===== config.mk =====
export PLATFORM = sky130hd
export DESIGN_NAME = oahm_ctrl
export DESIGN_NICKNAME = d
export VERILOG_FILES = /design/src/oahm_pkg.sv /design/src/oahm_ctrl.sv
export SDC_FILE = /design/constraint.sdc
export NUM_CORES = 1
export LEC_CHECK = 0
export ABC_AREA = 1
export BUFFER_PORTS_ARGS = -buffer_cell sky130_fd_sc_hd__buf_2
export CORE_AREA = 2 2 39 41
export CTS_BUF_LIST = sky130_fd_sc_hd__clkbuf_2 sky130_fd_sc_hd__clkbuf_4 sky130_fd_sc_hd__clkbuf_8
export CTS_CLUSTER_DIAMETER = 120
export CTS_CLUSTER_SIZE = 10
export DETAILED_ROUTE_END_ITERATION = 8
export DIE_AREA = 0 0 41 43
export PLACE_DENSITY = 0.5
export SLEW_MARGIN = 10
export SYNTH_ARGS = -nofsm -noshare
export SYNTH_HDL_FRONTEND = slang
export SYNTH_SLANG_ARGS = --single-unit

===== constraint.sdc =====
create_clock -name clk_i -period 2.6 [get_ports clk_i]
set_input_delay 0.26 -clock clk_i [delete_from_list [all_inputs] [get_ports clk_i]]
set_output_delay 0.26 -clock clk_i [all_outputs]
set_load 0.05 [all_outputs]

===== src/oahm_pkg.sv =====
// ----------------------------------------------------------------------------
// oahm_pkg
// Shared types and constants of the open-addressed hash map.
// ----------------------------------------------------------------------------
`default_nettype none

package oahm_pkg;

  // Port field widths
  localparam int unsigned KEY_W    = 64;
  localparam int unsigned HASH_W   = 32;
  localparam int unsigned REF_W    = 32;
  localparam int unsigned INDEX_W  = 8;
  localparam int unsigned STATUS_W = 2;
  localparam int unsigned CFG_W    = 4;

  localparam logic [CFG_W-1:0] CFG_RESET = 4'd8;
  localparam int unsigned MIN_LOG2       = 2;
  localparam int unsigned PROBE_EXTRA    = 8;
  localparam int unsigned PERTURB_SHIFT  = 5;

  // Request kind
  localparam logic MODE_INSERT = 1'b0;
  localparam logic MODE_LOOKUP = 1'b1;

  // Result status codes
  localparam logic [STATUS_W-1:0] STATUS_OK        = 2'd0;
  localparam logic [STATUS_W-1:0] STATUS_NOT_FOUND = 2'd1;
  localparam logic [STATUS_W-1:0] STATUS_FULL      = 2'd2;

  typedef enum logic [1:0] {
    ST_CLEAR,
    ST_IDLE,
    ST_READ,
    ST_CHECK
  } ctrl_state_e;

  typedef struct packed {
    logic load;      // latch request, start probe
    logic step;      // advance to next probe slot
    logic emit;      // register result, commit insert
    logic clear_en;  // clearing pass write
    logic cfg_load;  // new slot count, restart clear
  } oahm_cmd_t;

  typedef struct packed {
    logic done;      // current probe settles the request
    logic clr_last;  // clearing pass at last slot
  } oahm_stat_t;

endpackage

`default_nettype wire


===== src/oahm_ctrl.sv =====
// ----------------------------------------------------------------------------
// oahm_ctrl
// Controller: request/result handshakes, clearing pass and probe sequencing.
// ----------------------------------------------------------------------------
`default_nettype none

module oahm_ctrl (
  input  wire logic               clk_i,
  input  wire logic               rst_ni,
  input  wire logic               in_valid_i,
  output logic                    in_ready_o,
  output logic                    out_valid_o,
  input  wire logic               out_ready_i,
  input  wire logic               cfg_valid_i,
  output logic                    cfg_ready_o,
  output oahm_pkg::oahm_cmd_t     cmd_o,
  input  wire oahm_pkg::oahm_stat_t stat_i
);
  import oahm_pkg::*;

  ctrl_state_e state_q, state_d;
  logic        out_valid_q, out_valid_d;
  logic        out_free;

  assign cfg_ready_o = 1'b1;
  assign out_valid_o = out_valid_q;
  assign out_free    = !out_valid_q || out_ready_i;

  always_ff @(posedge clk_i or negedge rst_ni) begin
    if (!rst_ni) begin
      state_q     <= ST_CLEAR;
      out_valid_q <= 1'b0;
    end else begin
      state_q     <= state_d;
      out_valid_q <= out_valid_d;
    end
  end

  always_comb begin
    state_d    = state_q;
    cmd_o      = '0;
    in_ready_o = 1'b0;

    unique case (state_q)
      ST_CLEAR: begin
        cmd_o.clear_en = 1'b1;
        if (stat_i.clr_last) begin
          state_d = ST_IDLE;
        end
      end
      ST_IDLE: begin
        in_ready_o = !cfg_valid_i;
        if (in_valid_i && !cfg_valid_i) begin
          cmd_o.load = 1'b1;
          state_d    = ST_READ;
        end
      end
      ST_READ: begin
        state_d = ST_CHECK;
      end
      ST_CHECK: begin
        if (stat_i.done) begin
          // hold the probe until the result register frees up
          if (out_free) begin
            cmd_o.emit = 1'b1;
            state_d    = ST_IDLE;
          end
        end else begin
          cmd_o.step = 1'b1;
        end
      end
      default: state_d = ST_CLEAR;
    endcase

    if (cfg_valid_i) begin
      cmd_o.cfg_load = 1'b1;
      state_d        = ST_CLEAR;
    end
  end

  assign out_valid_d = cmd_o.emit || (out_valid_q && !out_ready_i);

endmodule

`default_nettype wire


==> results.md <==
- Status: finished, final reports clean
- # fillers: 163
- Final Slew Violations: 0
- Setup ws final: 1.01 ns
- PwrDens: 1060 mW/mm^2
- Yosys top cell by area: dfrtp_1
- Adder-cell area share of the yosys netlist: 13.3%
- Area post-placement: 353 um^2
- Routability cong.: 0.722
- Synthesized area per cell: 6.73 um^2
- Leakage: 0.000257 uW
- CTS sink cnt: 3
- Seq/Total Area, Yosys: 26.5%
- Area grow syn2layout: 38.9%
- CP Data Required Time: 2.34 ns
- Worst hold path class: in2reg
- Peak VDD IR: 0.267 mV
- Worst Hold Launch: stat_i[1]
- Crit path max-delay family: flip-flops
- Global Route Usage Sum: 8.02%
- Period utilization: 61.1%
- Post-synth top area share: 26.5%
- WP buf/inv: 2
- Mapped Nets: 52
- Drt initial violations: 0
- Core area: 0.00138 mm^2
- Total grt overflow: 0
- Reg2reg start: state_q[0]
- Final wirelength: 523 um
- Remaining antenna violation count after routing: 0
- Postcts setup bufs: 0
- Syn Inst Count: 42
- Vias in the first global route: 250
- Area of the multi-input gates: 151 um^2
- Clock-pin transition on the worst setup and hold timing paths: 0.04 ns
- Worst-path maximum fanout: 3
- Pre-antenna DRT Iters: 1
- Die W: 41 um
- Pre-CTS setup slack: 1.25 ns
- Antenna cells: 0
- Nets: 69
- Post-route cell area: 393 um^2
- CTS root buf: clkbuf_4
- TNS Setup: 0 ns
- CP Capture Type: primary output
- I/O pin total: 15
- Max-cap violations: 0
- CP Class: reg2out
- Sequential cell area: 75.1 um^2
- Initial Util: 20.4%
- Clk buf depth: 2
- Clock skew: 0.00271 ns
- Detailed placement HPWL: 449 um
- Hold depth: 3
- Hold_buf cts: 1
- Mux share of post-synthesis cell area: 0%
- Crit. path cell count: 5
- # rows: 14
- Critical Path Start Type: register
- Post-synthesis cell type count: 14
- Synth area leaders: dfrtp_1, ha_1, inv_1
- WL per Instance: 7.07 um
- Vias per std cell: 3.64
- R2R Path End: state_q[0]
- Number of antenna violations at the first check in global routing: 0
- Mapped Area: 283 um^2
- Final hold violation count: 0
- Largest net degree at the start of global routing: 5
- Detailed-route via count: 269
- Chip height: 43 um
- Clk_lat worst skew: 0.23 ns
- Post-synthesis simple-gate area fraction: 35.4%
- Critical Path AT: 1.33 ns
- CTS tree: done
- Post-CTS sizing: 0
- Fmax: 0.629 GHz
- DR DRC count: 0
- Final setup viols: 0
- Xor/xnor share of the synthesized area: 0%
- R2R cell count: 7
- Crit path time final: 1.59 ns
- Hold path endpoint: out_valid_o
- Critical path, cell by cell: inv_1, ha_1, nand2_4, nor2_1, buf_2
- Max incr delay on CP: 0.39 ns
- Proportion of layout cells with a drive suffix above 1: 39.7%
- Cts bufs inserted: 3
- Slowest stage cell, crit path: dfrtp_1
- First-pass GRT wire length: 883 um
- #FFs+latches synth: 3
- Final Power: 415 uW
- Main combinational cell family by area after synthesis: simple AND/OR/NAND/NOR gates
- H-tree levels: 1
- RSZ-0062 raised after global routing: no
- Yosys warns: 0
- PortBufs: 13
- Die Area: 0.00176 mm^2
- FF-to-FF setup slack: 1.37 ns
- Post-synthesis compound-gate area fraction: 3.54%
## state kept, by name (all words and copies together) (netlist names)
name,count
out_valid_o,1
state_q,2
## tightest hold or removal path: cells and delay by family
kind | cells | cell delay [ns]
compound gates | 1 | 0.09
buf+inv | 2 | 0.16
## synth_stat cells
| cell | count |
|---|---|
| nor2_4 | 1 |
| ha_1 | 3 |
| inv_2 | 1 |
| nor2_1 | 4 |
| nand2_1 | 9 |
| inv_1 | 10 |
| nor2_2 | 2 |
| conb_1 | 1 |
| nand2_2 | 1 |
| nand2_4 | 1 |
| o21ai_0 | 2 |
| buf_4 | 2 |
| nand3_1 | 2 |
| dfrtp_1 | 3 |
## metal layers
| layer | track usage (%) | up-vias | wire length (um) |
|---|---|---|---|
| met1 | 8.01 | 113 | 220 |
| met4 | 2.00 | 0 | 0 |
| met5 | 0 | - | 0 |
| met2 | 11.6 | 8 | 255 |
| li1 | - | 148 | - |
| met3 | 7.85 | 0 | 47 |
## cells by family (layout without fill, tap and decap cells)
| family | Yosys count | count (layout) |
|---|---|---|
| buf+inv | 13 | 29 |
| flops | 3 | 3 |
| fa+ha+maj | 3 | 3 |
| compound gates | 2 | 2 |
| other cells | 1 | 1 |
| simple gates | 20 | 20 |
## worst max path at each step
stage | endpoint | slack (ns) | start
3_3_place_gp | cmd_o[4] | 1.28 | state_q[1]
4_1_cts | cmd_o[4] | 0.99 | state_q[1]
2_1_floorplan | cmd_o[2] | 0.90 | out_valid_o
3_5_place_dp | cmd_o[4] | 1.25 | state_q[1]
5_1_grt | cmd_o[4] | 0.92 | state_q[1]
6_report | cmd_o[4] | 1.01 | state_q[1]
## stage by stage
| stage | hold WS (ns) | std cells | util (%) |
|---|---|---|---|
| 4_1_cts | 0.323 | 74 | 28.4 |
| 6_report | 0.329 | 74 | 28.4 |
| 2_1_floorplan | -0.0356 | 42 | - |
| 5_1_grt | 0.341 | 74 | 28.4 |
| 3_5_place_dp | 0.0607 | 69 | 25.5 |
| 3_3_place_gp | 0.0607 | 69 | 25.5 |
## cell usage in the layout, fill, tap and decap left out
master	netlist	final
ha_1	3	3
o21ai_0	2	2
nor2_4	1	1
nand2_4	1	1
inv_2	1	1
nand2_1	9	9
nor2_1	4	4
inv_1	10	10
nor2_2	2	2
dlygate4sd3_1	0	1
conb_1	1	1
nand3_1	2	2
nand2_2	1	1
buf_2	0	13
dfrtp_1	3	3
clkbuf_4	0	4
## where the power goes
part | switching (uW) | internal (uW)
clock | 27.1 | 68.1
sequential | 15.4 | 65.1
combinational | 172 | 67.4
## cell type report
type	count	share of cell area, %
timing repair buffer	14	19.1
multi-input combinational	26	38.5
inverter	11	10.5
tap	16	5.10
clock buffer	4	7.64
sequential	3	19.1
No activity file was read; power rests on OpenSTA's default activity.
